File: config.mk
export PLATFORM = sky130hd
export DESIGN_NAME = autoranging_voltmeter_scaler
export DESIGN_NICKNAME = d
export VERILOG_FILES = /design/src/hw/rtl/avs_pkg.sv /design/src/hw/rtl/avs_dp.sv /design/src/hw/rtl/avs_ctrl.sv /design/src/hw/rtl/autoranging_voltmeter_scaler.sv
export SDC_FILE = /design/constraint.sdc
export NUM_CORES = 1
export LEC_CHECK = 0
export ABC_AREA = 1
export ABC_CLOCK_PERIOD_IN_PS = 10200
export BUFFER_PORTS_ARGS = -buffer_cell sky130_fd_sc_hd__buf_2
export CAP_MARGIN = 20
export CORE_MARGIN = 3
export CORE_UTILIZATION = 30
export CTS_BUF_LIST = sky130_fd_sc_hd__clkbuf_16
export CTS_CLUSTER_DIAMETER = 200
export DETAILED_ROUTE_END_ITERATION = 10
export PLACE_DENSITY = 0.43
export SYNTH_ARGS = -nofsm -noshare
export SYNTH_HDL_FRONTEND = slang
export SYNTH_SLANG_ARGS = --single-unit
File: constraint.sdc
create_clock -name clk -period 10.2 [get_ports clk]
set_input_delay 0.51 -clock clk [delete_from_list [all_inputs] [get_ports clk]]
set_output_delay 0.51 -clock clk [all_outputs]
set_load 0.01 [all_outputs]
File: src/hw/rtl/avs_pkg.sv
// avs_pkg: payload types, controller/datapath interface structs, constants
// and range tables for the autoranging voltmeter scaler
// depends on nothing
package avs_pkg;

  // input item tags
  localparam logic [1:0] MODE_PROBE = 2'd0;
  localparam logic [1:0] MODE_VOLT  = 2'd1;
  localparam logic [1:0] MODE_GAP   = 2'd2;

  // range codes
  localparam logic [1:0] RANGE_1M   = 2'd0;
  localparam logic [1:0] RANGE_100K = 2'd1;
  localparam logic [1:0] RANGE_5K   = 2'd2;

  localparam int SampleW    = 10;
  localparam int SumW       = 14;
  localparam int ReadingW   = SumW - 2;
  localparam int MultW      = 8;
  localparam int SupplyW    = 16;
  localparam int VoltsW     = 29;
  localparam int VoltShift  = 7;
  localparam int SumCount   = 16;
  localparam int DivW       = 23;
  localparam int DivCntW    = 5;
  localparam int LimitW     = 11;

  localparam logic [DivW-1:0]    SupplyNum = 23'd4464085;
  localparam logic [SupplyW-1:0] SupplyMax = 16'hFFFF;

  typedef struct packed {
    logic [1:0]         mode;
    logic [SampleW-1:0] sample;
  } in_t;

  typedef struct packed {
    logic [1:0]         range_sel;
    logic [VoltsW-1:0]  volts_fx;
    logic [SupplyW-1:0] supply_fx;
    logic               done_res;
  } out_t;

  // commands from controller to datapath
  typedef struct packed {
    logic load;      // capture an accepted item
    logic simple;    // apply a simple item and write its result
    logic start;     // final bandgap sample: snapshot sums, start divide
    logic div_step;  // one quotient bit
    logic mul1;      // reading times range multiplier, saturate supply
    logic mul2;      // times supply, store new voltage
    logic emit;      // write the completed voltage result
  } cmd_t;

  // status from datapath to controller
  typedef struct packed {
    logic is_final;  // held item is the 16th bandgap sample
    logic div_last;  // last quotient bit this cycle
  } sts_t;

  // lower limit per range, code 3 behaves as the 5k range
  function automatic logic [LimitW-1:0] lower_lim(input logic [1:0] r);
    logic [LimitW-1:0] v;
    case (r)
      RANGE_1M:   v = 11'd0;
      RANGE_100K: v = 11'd151;
      default:    v = 11'd49;
    endcase
    return v;
  endfunction

  function automatic logic [LimitW-1:0] upper_lim(input logic [1:0] r);
    logic [LimitW-1:0] v;
    case (r)
      RANGE_1M:   v = 11'd941;
      RANGE_100K: v = 11'd805;
      default:    v = 11'd1024;
    endcase
    return v;
  endfunction

  function automatic logic [MultW-1:0] range_mult(input logic [1:0] r);
    logic [MultW-1:0] v;
    case (r)
      RANGE_1M:   v = 8'd2;
      RANGE_100K: v = 8'd11;
      default:    v = 8'd201;
    endcase
    return v;
  endfunction

endpackage

File: src/hw/rtl/avs_dp.sv
// avs_dp: datapath of the voltmeter scaler: item register, sums and counts,
// range logic, serial restoring divider, two-step multiply, result register
// depends on avs_pkg
module avs_dp (
  input  logic          clk,
  input  logic          rst,
  input  avs_pkg::in_t  item,
  input  avs_pkg::cmd_t cmd,
  output avs_pkg::sts_t sts,
  output avs_pkg::out_t result
);
  import avs_pkg::*;

  in_t                 held;
  logic [1:0]          range_state;
  logic [SumW-1:0]     volt_sum;
  logic [SumW-1:0]     gap_sum;
  logic [4:0]          volt_count;
  logic [3:0]          gap_count;
  logic [VoltsW-1:0]   last_volts;
  logic [SupplyW-1:0]  last_supply;

  logic [SumW-1:0]     divisor;
  logic [SumW-1:0]     rem;
  logic [DivW-1:0]     quo;
  logic [DivCntW-1:0]  div_cnt;
  logic [ReadingW-1:0] reading;
  logic [MultW-1:0]    mult;
  logic [ReadingW+MultW-1:0] prod1;
  logic [SupplyW-1:0]  supply;
  out_t                res;

  logic [1:0]          range_next;
  logic [LimitW-1:0]   s_ext;
  logic [SumW-1:0]     gap_sum_add;
  logic [SumW:0]       trial;
  logic                trial_ge;
  logic [ReadingW+MultW+SupplyW-1:0] prod2;

  assign s_ext       = {1'b0, held.sample};
  assign gap_sum_add = gap_sum + {{(SumW-SampleW){1'b0}}, held.sample};

  // range step for a probe
  always_comb begin
    range_next = range_state;
    if (held.mode == MODE_PROBE) begin
      if (s_ext < lower_lim(range_state)) begin
        if (range_state == 2'd3) range_next = RANGE_5K;
        else if (range_state != RANGE_1M) range_next = range_state - 2'd1;
      end else if (s_ext > upper_lim(range_state)) begin
        if (range_state == RANGE_1M || range_state == RANGE_100K) begin
          range_next = range_state + 2'd1;
        end
      end
    end
  end

  // restoring divider trial subtract
  assign trial    = {rem, quo[DivW-1]};
  assign trial_ge = trial >= {1'b0, divisor};
  assign prod2    = prod1 * supply;

  assign sts.is_final = (held.mode == MODE_GAP) && (gap_count == 4'(SumCount - 1));
  assign sts.div_last = (div_cnt == '0);
  assign result       = res;

  // held item
  always_ff @(posedge clk) begin
    if (cmd.load) held <= item;
  end

  // accumulated state
  always_ff @(posedge clk) begin
    if (rst) begin
      range_state <= RANGE_1M;
      volt_sum    <= '0;
      gap_sum     <= '0;
      volt_count  <= '0;
      gap_count   <= '0;
      last_volts  <= '0;
      last_supply <= '0;
    end else if (cmd.simple) begin
      range_state <= range_next;
      if (held.mode == MODE_VOLT && volt_count < 5'(SumCount)) begin
        volt_sum   <= volt_sum + {{(SumW-SampleW){1'b0}}, held.sample};
        volt_count <= volt_count + 5'd1;
      end
      if (held.mode == MODE_GAP) begin
        gap_sum   <= gap_sum_add;
        gap_count <= gap_count + 4'd1;
      end
    end else if (cmd.start) begin
      volt_sum   <= '0;
      gap_sum    <= '0;
      volt_count <= '0;
      gap_count  <= '0;
    end else if (cmd.mul2) begin
      last_volts  <= prod2[VoltShift +: VoltsW];
      last_supply <= supply;
    end
  end

  // divide and multiply registers
  always_ff @(posedge clk) begin
    if (cmd.start) begin
      divisor <= gap_sum_add;
      rem     <= '0;
      quo     <= SupplyNum;
      div_cnt <= DivCntW'(DivW - 1);
      reading <= volt_sum[SumW-1:2];
      mult    <= range_mult(range_state);
    end else if (cmd.div_step) begin
      rem     <= trial_ge ? SumW'(trial - {1'b0, divisor}) : trial[SumW-1:0];
      quo     <= {quo[DivW-2:0], trial_ge};
      div_cnt <= div_cnt - DivCntW'(1);
    end else if (cmd.mul1) begin
      prod1  <= reading * mult;
      // a zero divisor yields all ones, so it saturates here as well
      supply <= (quo[DivW-1:SupplyW] != '0) ? SupplyMax : quo[SupplyW-1:0];
    end
  end

  // result register
  always_ff @(posedge clk) begin
    if (cmd.simple) begin
      res.range_sel <= range_next;
      res.volts_fx  <= last_volts;
      res.supply_fx <= last_supply;
      res.done_res  <= 1'b0;
    end else if (cmd.emit) begin
      res.range_sel <= range_state;
      res.volts_fx  <= last_volts;
      res.supply_fx <= last_supply;
      res.done_res  <= 1'b1;
    end
  end

endmodule

File: src/hw/rtl/avs_ctrl.sv
// avs_ctrl: controller state machine of the voltmeter scaler, owns the
// input and output occupancy flags and sequences divide and multiply
// depends on avs_pkg
module avs_ctrl (
  input  logic          clk,
  input  logic          rst,
  input  logic          item_valid,
  output logic          item_stall,
  output logic          result_valid,
  input  logic          result_stall,
  input  avs_pkg::sts_t sts,
  output avs_pkg::cmd_t cmd
);
  import avs_pkg::*;

  typedef enum logic [4:0] {
    S_IDLE = 5'b00001,
    S_DIV  = 5'b00010,
    S_MUL1 = 5'b00100,
    S_MUL2 = 5'b01000,
    S_DONE = 5'b10000
  } state_t;

  state_t state, state_next;
  logic   in_full, in_full_next;
  logic   out_valid, out_valid_next;
  logic   out_free;
  logic   pop;
  logic   accept;

  assign out_free     = !out_valid || !result_stall;
  assign pop          = cmd.simple || cmd.start;
  assign item_stall   = in_full && !pop;
  assign accept       = item_valid && !item_stall;
  assign result_valid = out_valid;

  // sequencing
  always_comb begin
    state_next = state;
    cmd        = '0;
    cmd.load   = accept;
    case (state)
      S_IDLE: begin
        if (in_full) begin
          if (sts.is_final) begin
            cmd.start  = 1'b1;
            state_next = S_DIV;
          end else if (out_free) begin
            cmd.simple = 1'b1;
          end
        end
      end
      S_DIV: begin
        cmd.div_step = 1'b1;
        if (sts.div_last) state_next = S_MUL1;
      end
      S_MUL1: begin
        cmd.mul1   = 1'b1;
        state_next = S_MUL2;
      end
      S_MUL2: begin
        cmd.mul2   = 1'b1;
        state_next = S_DONE;
      end
      S_DONE: begin
        if (out_free) begin
          cmd.emit   = 1'b1;
          state_next = S_IDLE;
        end
      end
      default: begin
        state_next = S_IDLE;
      end
    endcase
  end

  // occupancy of the item and result registers
  always_comb begin
    in_full_next = in_full;
    if (accept) in_full_next = 1'b1;
    else if (pop) in_full_next = 1'b0;
    out_valid_next = out_valid && result_stall;
    if (cmd.simple || cmd.emit) out_valid_next = 1'b1;
  end

  always_ff @(posedge clk) begin
    if (rst) begin
      state     <= S_IDLE;
      in_full   <= 1'b0;
      out_valid <= 1'b0;
    end else begin
      state     <= state_next;
      in_full   <= in_full_next;
      out_valid <= out_valid_next;
    end
  end

`ifndef SYNTH
  // an item is consumed only from a full item register
  a_pop_full: assert property (@(posedge clk) disable iff (rst)
    pop |-> in_full) else $error("item consumed from empty register");

  // a waiting result is never overwritten
  a_no_overwrite: assert property (@(posedge clk) disable iff (rst)
    (cmd.simple || cmd.emit) |-> out_free) else $error("result overwritten");

  // a written result is offered on the next cycle
  a_result_shown: assert property (@(posedge clk) disable iff (rst)
    (cmd.simple || cmd.emit) |=> result_valid) else $error("result not offered");

  // a started divide is running on the next cycle
  a_div_runs: assert property (@(posedge clk) disable iff (rst)
    cmd.start |=> (state == S_DIV)) else $error("divide did not start");
`endif

endmodule

File: src/hw/rtl/autoranging_voltmeter_scaler.sv
// autoranging_voltmeter_scaler: top level, joins controller and datapath
// depends on avs_pkg, avs_ctrl, avs_dp
//
// Each transfer in is held in one item register and handled from there, so
// the next transfer can be taken while a result waits in the output
// register. Range probes, voltage samples, unused tags and the first fifteen
// bandgap samples are each handled in a single step that writes the result.
// The sixteenth bandgap sample runs a sequence: a step to snapshot the sums,
// the one-bit-per-cycle restoring divider that forms the supply value, two
// multiply steps and a step to write the result. Exactly one result transfer
// follows each input transfer, in order.
module autoranging_voltmeter_scaler (
  input  logic         clk,
  input  logic         rst,
  input  logic         item_valid,
  output logic         item_stall,
  input  avs_pkg::in_t item,
  output logic         result_valid,
  input  logic         result_stall,
  output avs_pkg::out_t result
);
  import avs_pkg::*;

  cmd_t cmd;
  sts_t sts;

  avs_ctrl u_ctrl (
    .clk          (clk),
    .rst          (rst),
    .item_valid   (item_valid),
    .item_stall   (item_stall),
    .result_valid (result_valid),
    .result_stall (result_stall),
    .sts          (sts),
    .cmd          (cmd)
  );

  avs_dp u_dp (
    .clk    (clk),
    .rst    (rst),
    .item   (item),
    .cmd    (cmd),
    .sts    (sts),
    .result (result)
  );

endmodule
== After elaboration in Yosys (flattened, before gate mapping) ==
Cells that the tools add are included.
Storage, ports and cells
  register bits: 263
  output and inout bits: 50
  input bits: 16
Operators by class
  multiply operators: 2
  add/subtract/negate cells: 8
  bitwise gates (word level): 3
  order comparisons: 4
  multiplexer cells: 43
  reductions and logical operators: 26
  equality and inequality tests: 16
Operators by type and width (number)
  $mux W48: 2
  $mux W14: 6
  $mul A20 B16 Y36: 1
  $mux W5: 7
  $mux W11: 3
  $pmux W8 S2: 2
  $add A14 B10 Y14: 2
  $pmux W5 S5: 1
  $pmux W11 S2: 1
  $mul A12 B8 Y20: 1
  $mux W2: 8
  $ge A15 B14 Y1: 1
  $sub A14 B14 Y14: 1
  $mux W4: 3
  $gt A10 B11 Y1: 1
  $lt A10 B11 Y1: 1
  $mux W1: 10
  $ne A2 B1 Y1 const B: 4
  $reduce_bool A2 Y1: 4
  $reduce_bool A7 Y1: 1
  $reduce_and A3 Y1: 2
  $add A5 B1 Y5 const B: 1
  $eq A5 B1 Y1 const B: 1
  $eq A5 B2 Y1 const B: 1
  other kinds (20): 37

== Depth between registers and ports, before layout ==
Gate-level depths: netlist (run 1).
  depth after elaboration: 12
  depth in mapped cells: 29
  gate-level depth less buffers: 27

== Cells and area by module ==
From an unflattened synthesis (run 1), not the netlist that was laid out.
Second synthesis, totals
  cell total of the unflattened synthesis: 3078
  area total of the unflattened synthesis: 24668.7 µm²
Modules (own cells, without submodules)
  avs_dp: cells each 3011, times used 1, sequential area each 6266.0 µm², area each 24237.0 µm²
  avs_ctrl: cells each 67, times used 1, sequential area each 140.1 µm², area each 431.7 µm²

== Worst setup path before layout (run 1) ==
Ideal clock, no wire load.
  path type: flip-flop to flip-flop
  start: register u_dp.prod1[5]
  end: register u_dp.last_volts[20]
  data required time: 10.091 ns
  stages on the path, launching flop included: 27
  period minus slack after synthesis: 5.617 ns
  setup slack: 4.583 ns
  buffers on the path: 2
  arrival time: 5.507 ns
  setup time: 0.109 ns
  cells stage by stage: edfxtp_1 clkbuf_1 clkbuf_1 nand2_1 fa_1 inv_1 fa_1 inv_1 fa_1 inv_1 fa_1 fa_1 inv_1 fa_1 inv_1 ha_1 nand2_1 nor4_1 nand2_1 nand2_1 nand2_1 nand2_1 nand2_1 nand3_1 nand3_1 nand2_1 inv_1
Between the ends
  longest elaborated chain between the ends: 1
Ends and longest elaborated chain
  start, declared: RTL line avs_dp.sv:29  | logic [ReadingW+MultW-1:0] prod1;
  start signal, assigned: RTL line avs_dp.sv:117  | prod1 <= reading * mult;
  $mul A20 B16 Y36: RTL line avs_dp.sv:61  | assign prod2 = prod1 * supply;
  end signal, assigned: RTL line avs_dp.sv:98  | last_volts <= prod2[VoltShift +: VoltsW];
  end, declared: RTL line avs_dp.sv:20  | logic [VoltsW-1:0] last_volts;
No other way between the ends.
A chain may end at the register's enable or synchronous reset.

== Worst setup path after layout (run 1) ==
  start: register u_dp.supply[9]
  end: register u_dp.last_volts[20]
Between the ends
  longest elaborated chain between the ends: 1
Ends and longest elaborated chain
  start, declared: RTL line avs_dp.sv:30  | logic [SupplyW-1:0] supply;
  start signal, assigned: RTL line avs_dp.sv:119  | supply <= (quo[DivW-1:SupplyW] != '0) ? SupplyMax : quo[SupplyW-1:0];
  $mul A20 B16 Y36: RTL line avs_dp.sv:61
No other way between the ends.

==> results of run 1 <==
critical path, stage by stage, from the launching register on:
cell and delay [ns]:
edfxtp_1 1.06, nand2_1 0.18, fa_1 0.59, inv_1 0.06, fa_1 0.49, inv_1 0.05
fa_1 0.48, inv_1 0.06, fa_1 0.50, fa_1 0.54, inv_1 0.06, fa_1 0.53
inv_1 0.04, ha_1 0.36, nand2_1 0.18, nor4_1 0.30, nand2_1 0.08, nand2_1 0.16
nand2_1 0.11, nand2_1 0.14, nand2_1 0.09, nand3_1 0.08, nand3_1 0.11, nand2_1 0.08
inv_1 0.04
cell type report:
cell class                      instances  area share (%)
Clock buffer                           29           2.712
Inverter                              731           10.25
Clock inverter                         25          0.9210
Sequential cell                       258           23.94
Timing Repair Buffer                   81           1.739
Multi-Input combinational cell       1929           55.48
Tap cell                             1060           4.956
cell usage after synthesis, types with 35 or more instances:
cell      count  area share (%)
nand3_1      86             1.8
ha_1        221              11
clkbuf_1    102             1.6
inv_1       726              11
a21oi_1     192             3.9
nor2_1      172             2.6
o21ai_0     102             2.1
fa_1        275              23
edfxtp_1    124              15
nand2_1     691              11
dfxtp_1     134              11
xor2_1       35             1.3
placed cells by master (no fill, tap or decap), types with 22 or more instances in the layout:
| master | instances |
|---|---|
| a21oi_1 | 192 |
| buf_2 | 65 |
| clkbuf_16 | 29 |
| dfxtp_1 | 134 |
| edfxtp_1 | 124 |
| fa_1 | 275 |
| ha_1 | 221 |
| inv_1 | 727 |
| nand2_1 | 691 |
| nand3_1 | 86 |
| nor2_1 | 171 |
| nor3_1 | 22 |
| o21ai_0 | 102 |
| xor2_1 | 35 |
through the flow:
step	util [%]	cells	power (mW)	setup WS (ns)	hold slack, ns
final	33.23	4113	2.296	3.702	0.1066
after global routing	33.23	4113	2.396	3.282	0.06843
after CTS	33.18	4111	2.339	3.659	0.05833
after detailed placement	31.98	4057	1.241	3.684	0.4492
after global placement	31.98	4057	1.240	3.664	0.4485
after floorplan	-	3032	1.197	4.583	0.4300
path summary, 6_finish.rpt:
| check | start | end | slack (ns) | depth (start not counted) |
|---|---|---|---|---|
| worst max-delay path | u_dp.supply[9] | u_dp.last_volts[20] | 3.70 | 24 |
| worst min-delay path | item[1] | u_dp.held[1] | 0.11 | 1 |
| worst max register to register | u_dp.supply[9] | u_dp.last_volts[20] | 3.70 | 24 |
| worst min register to register | u_dp.last_supply[6] | u_dp.last_supply[6] | 0.45 | 2 |
registers in the layout, summed over array words and instances, names as in the netlist:
name	flops
u_dp.quo	23
u_dp.mult	3
u_dp.rem	14
u_dp.div_cnt	5
u_dp.last_volts	29
u_ctrl.state	5
u_dp.gap_count	4
u_dp.prod1	20
u_dp.gap_sum	14
u_ctrl.result_valid	1
u_dp.reading	12
u_dp.supply	16
u_dp.range_state	2
u_ctrl.in_full	1
u_dp.volt_sum	14
u_dp.last_supply	16
u_dp.held	12
u_dp.divisor	14
u_dp.volt_count	5
u_dp.result	48
where the power goes:
group / internal [mW] / total (mW) / switching, mW
registers: 1.10 / 1.11 / 0.0132
clock network: 0.623 / 1.08 / 0.456
logic: 0.0328 / 0.102 / 0.0696
total: 1.76 / 2.30 / 0.539
kinds of logic (layout without fill, tap and decap cells):
family	Yosys count	in the layout	synth area share, %
AO/OA/AOI/OAI	363	363	8.134
AND/OR/NAND/NOR	1015	1015	16.75
flip-flops	258	258	26.23
adder cells (fa/ha/maj)	496	496	33.86
XOR/XNOR	55	55	1.972
buffers and inverters	845	866	13.06
layer usage:
layer / GRT usage (%) / part of all wire [%] / wire length (um)
met1: 20.22 / 43 / 28910
met2: 29.18 / 50 / 33720
met3: 1.480 / 3.7 / 2520
met4: 4.296 / 3.1 / 2058
met5: 0 / 0 / 0
==> impl_metrics.tcl, run 1 <==
set metrics [dict create \
    status "finished clean" \
    drt_pass1_iterations 8 \
    post-cts-setup-buffer-count 0 \
    setup_viol 0 \
    nFillCells 8601 \
    vias 18710 \
    finalCritPeriodShare_pct 63.71 \
    drive_above_1_share_pct 4.782 \
    start_util_pct 30.32 \
    hold_viol_final 0 \
    portBuffers 65 \
    cts_tree "done" \
    peakVddDrop_uv 117.8 \
    core_area_um2 80550 \
    design_area_um2 26760 \
    setup_tns_ns 0 \
    die_x_um 291.3 \
    syn2layout_area_growth_pct 9.569 \
    tightest_slew_ns 1.146 \
    async_flop_share_pct 0 \
    worstPathRequired_ns 10.67 \
    num_rows 104 \
    cts_inserted_buffers 29 \
    ys_seq_area_share_pct 26.23 \
    synthDistinctLibCells 40 \
    grt_pass1_wl_mm 109.0 \
    diodes 0 \
    relSlewSlack_pct 23.62 \
    p_leak_nw 13.74 \
    period_minus_slack_ns 6.498 \
    grt_max_degree 75 \
    drt-total-wl_mm 67.21 \
    postCtsResizedCells 0 \
    synth_edf_count 124 \
    worstSetupStartpointType "flop" \
    synth_nets 3544 \
    syn_area_per_cell_um2 8.056 \
    routabilityCongestion 0.8491 \
    clockRootBuffer "clkbuf_16" \
    ys_seq_elements 258 \
    fmax_mhz 153.9 \
    hold_path.class "in2reg" \
    drv_cap 0 \
    die_h_um 291.3 \
    cts.clk_slew.worst_paths_ns 0.06 \
    synthesis.area_um2 24430 \
    grt_pass1_vias 20060 \
    fin_nets 3542 \
    drtIter0Drc 998 \
    worstSetupPathType "reg2reg" \
    ys_warn_count 0 \
    netlist_instances 3032 \
    synth-main-ff-cell "dfxtp_1" \
    crit_fanout 21 \
    cp-end-kind "flop" \
    dieArea_um2 84880 \
    grt-ovfl-total 0 \
    grt_use_total_pct 16.02 \
    worstPathArrival_ns 6.96 \
    via_per_inst 4.549 \
    dpl-instance-area_um2 25760 \
    multiInputGateArea_um2 14850 \
    htree_levels 1 \
    slew_viol_final 0 \
    powerDensity_nw_per_um2 85.78 \
    drc_errors 0 \
    post-dp-hpwl_mm 52.09 \
    finalClockSkew_ns 0.03636 \
    wire_per_inst_um 16.34 \
    regArea_um2 6406 \
    numClockSinks 258 \
    antenna_found_initial 0 \
    detail-route-antenna-nets 0 \
    io_pins 66 \
    rsz0062_at_grt "no" \
    hold_buffers 0 \
    clockBufferDepth 3 \
    clkLatencyLatePin_ns 0.59 \
]
Note: power is estimated with default switching activity, not from simulation.
==> run 2: changes to the inputs <==
--- a/config.mk
+++ b/config.mk
@@ -6,7 +6,7 @@
 export NUM_CORES = 1
 export LEC_CHECK = 0
 export ABC_AREA = 1
-export ABC_CLOCK_PERIOD_IN_PS = 10200
+export ABC_CLOCK_PERIOD_IN_PS = 5400
 export BUFFER_PORTS_ARGS = -buffer_cell sky130_fd_sc_hd__buf_2
 export CAP_MARGIN = 20
 export CORE_MARGIN = 3
@@ -14,7 +14,7 @@
 export CTS_BUF_LIST = sky130_fd_sc_hd__clkbuf_16
 export CTS_CLUSTER_DIAMETER = 200
 export DETAILED_ROUTE_END_ITERATION = 10
-export PLACE_DENSITY = 0.43
+export PLACE_DENSITY = 0.45
 export SYNTH_ARGS = -nofsm -noshare
 export SYNTH_HDL_FRONTEND = slang
 export SYNTH_SLANG_ARGS = --single-unit
==> constraint.sdc (replaced) <==
create_clock -name clk -period 5.4 [get_ports clk]
set_input_delay 0.27 -clock clk [delete_from_list [all_inputs] [get_ports clk]]
set_output_delay 0.27 -clock clk [all_outputs]
set_load 0.01 [all_outputs]
==> impl_metrics.tcl, run 2 (same netlist as run 1, synthesis figures left out) <==
set metrics [dict create \
    status "finished with violations" \
    violations "setup timing" \
    syn2layout_area_growth_pct 21.98 \
    core_area_um2 80550 \
    drt-total-wl_mm 65.37 \
    hold_viol_final 0 \
    cp_top_family "adder cells" \
    dpl.cell_count 4240 \
    layout_setup_ws_ns -0.09811 \
    setup_tns_ns -0.5003 \
    period_minus_slack_ns 5.498 \
    diodes 0 \
    die_x_um 291.3 \
    wire_per_inst_um 15.03 \
    die_h_um 291.3 \
    dpl-instance-area_um2 27320 \
    cts.clk_slew.worst_paths_ns 0.06 \
    num_rows 104 \
    cts_inserted_buffers 31 \
    slew_viol_final 0 \
    powerDensity_nw_per_um2 144.8 \
    worstSetupPathType "reg2reg" \
    grt_use_total_pct 15.64 \
    cts_tree "done" \
    worstPathRequired_ns 5.87 \
    grt_pass1_wl_mm 107.9 \
    use_met2_pct 28.49 \
    dieArea_um2 84880 \
    finalCritPeriodShare_pct 101.8 \
    fmax_mhz 181.9 \
    fin_nets 3776 \
    final_common_cell "inv_1" \
    power.total_mw 4.314 \
    grt_max_degree 75 \
    grt_pass1_vias 20230 \
    largest_reg_flops 48 \
    stdcell_count 4349 \
    drt_pass1_iterations 7 \
    relSlewSlack_pct 33.78 \
    worstSetupStartpointType "flop" \
    crit_slowest_cell "fa_1" \
    rsz0062_at_grt "yes" \
    grt_busiest_layer "met2" \
    drtIter0Drc 786 \
    path_common_cell "fa_1" \
    hold_path.class "in2reg" \
    final_cell_mix "inv_1, nand2_1, fa_1, ha_1, buf_4" \
    io_pins 66 \
    grt_util_met3_pct 1.358 \
    portBuffers 65 \
    htree_levels 1 \
    numClockSinks 258 \
    start_util_pct 30.32 \
    place_ws_ns -0.3048 \
    clockBufferDepth 3 \
    tightest_slew_ns 0.9906 \
    peakVddDrop_uv 231.4 \
    p_leak_nw 15.10 \
    detail-route-antenna-nets 0 \
    grt-ovfl-total 0 \
    via_per_inst 4.438 \
    cp-end-kind "flop" \
    critPathMaxStageDelay_ns 0.56 \
    worstPathArrival_ns 5.97 \
    use_met1_pct 20.23 \
    path_buf_inv 9 \
    clockRootBuffer "clkbuf_16" \
    clkLatencyLatePin_ns 0.60 \
    drc_errors 0 \
    drv_cap 0 \
    finalClockSkew_ns 0.02965 \
    routabilityCongestion 0.8678 \
    crit_fanout 7 \
    vias 19300 \
    design_area_um2 29790 \
    drive_above_1_share_pct 17.82 \
    setup_viol 11 \
    post-dp-hpwl_mm 52.96 \
    antenna_found_initial 0 \
]
-- run 2: changes by cell type in the layout (fill, tap and decap cells not counted), sizes merged --
cell	previous run	this run
inv	733	741
dlygate4sd3	0	13
buf	81	300
bufinv	4	2
clkbuf	29	31
clkinvlp	4	1
clkinv	15	14
-- run 2: layout make-up --
class | instances | area [um2]
Fill cell | 8413 | 50750
Inverter | 731 | 2746
Timing Repair Buffer | 313 | 2520
Clock buffer | 31 | 775.7
Sequential cell | 258 | 6406
Multi-Input combinational cell | 1929 | 15820
Clock inverter | 27 | 202.7
Tap cell | 1060 | 1326
-- run 2: routing by layer --
metal,part of all wire [%],vias up,routed length [um]
met1,45,9269,29720
met2,50,234,32490
met3,2.5,76,1665
met4,2.3,0,1497
met5,0,-,0
li1,-,9723,-
-- run 2: what timing repair did --
item / CTS / global route
pin swaps: 93 / 75
hold endpoints to repair: 13 / 0
gates resized for setup: 174 / 141
gates cloned: 1 / 0
hold buffers: 13 / 0
buffers inserted: 28 / 9
endpoints found under the setup margin: 24 / 25
-- run 2: worst reg2reg max path: cells and delay by family (launching register included) --
family	cells	cell delay, ns
flip-flops	1	0.41
adder cells (fa/ha/maj)	7	3.37
buffers and inverters	9	0.67
AO/OA/AOI/OAI	2	0.36
AND/OR/NAND/NOR	8	0.56
-- run 2: through the flow --
stage                     util [%]  hold slack, ns
after CTS                    36.40          0.1026
final                        36.99          0.1323
after global placement       33.91          0.4439
after global routing         36.99          0.1310
after floorplan                  -          0.3689
after detailed placement     33.91          0.4488
-- run 2: path summary, 6_finish.rpt --
path                                           start                    to  slack (ns)  cells after the start
worst min register to register  u_dp.last_supply[10]  u_dp.last_supply[10]        0.45                      2
worst min-delay path                    result_stall   u_ctrl.result_valid        0.13                      5
worst max register to register        u_dp.supply[6]   u_dp.last_volts[26]        -0.1                     26
worst max-delay path                  u_dp.supply[6]   u_dp.last_volts[26]        -0.1                     26
-- run 2: where the power goes --
part / total [mW] / internal, mW / switching, mW
sequential: 2.11 / 2.08 / 0.0276
clock: 2.00 / 1.15 / 0.859
combinational: 0.200 / 0.0675 / 0.133
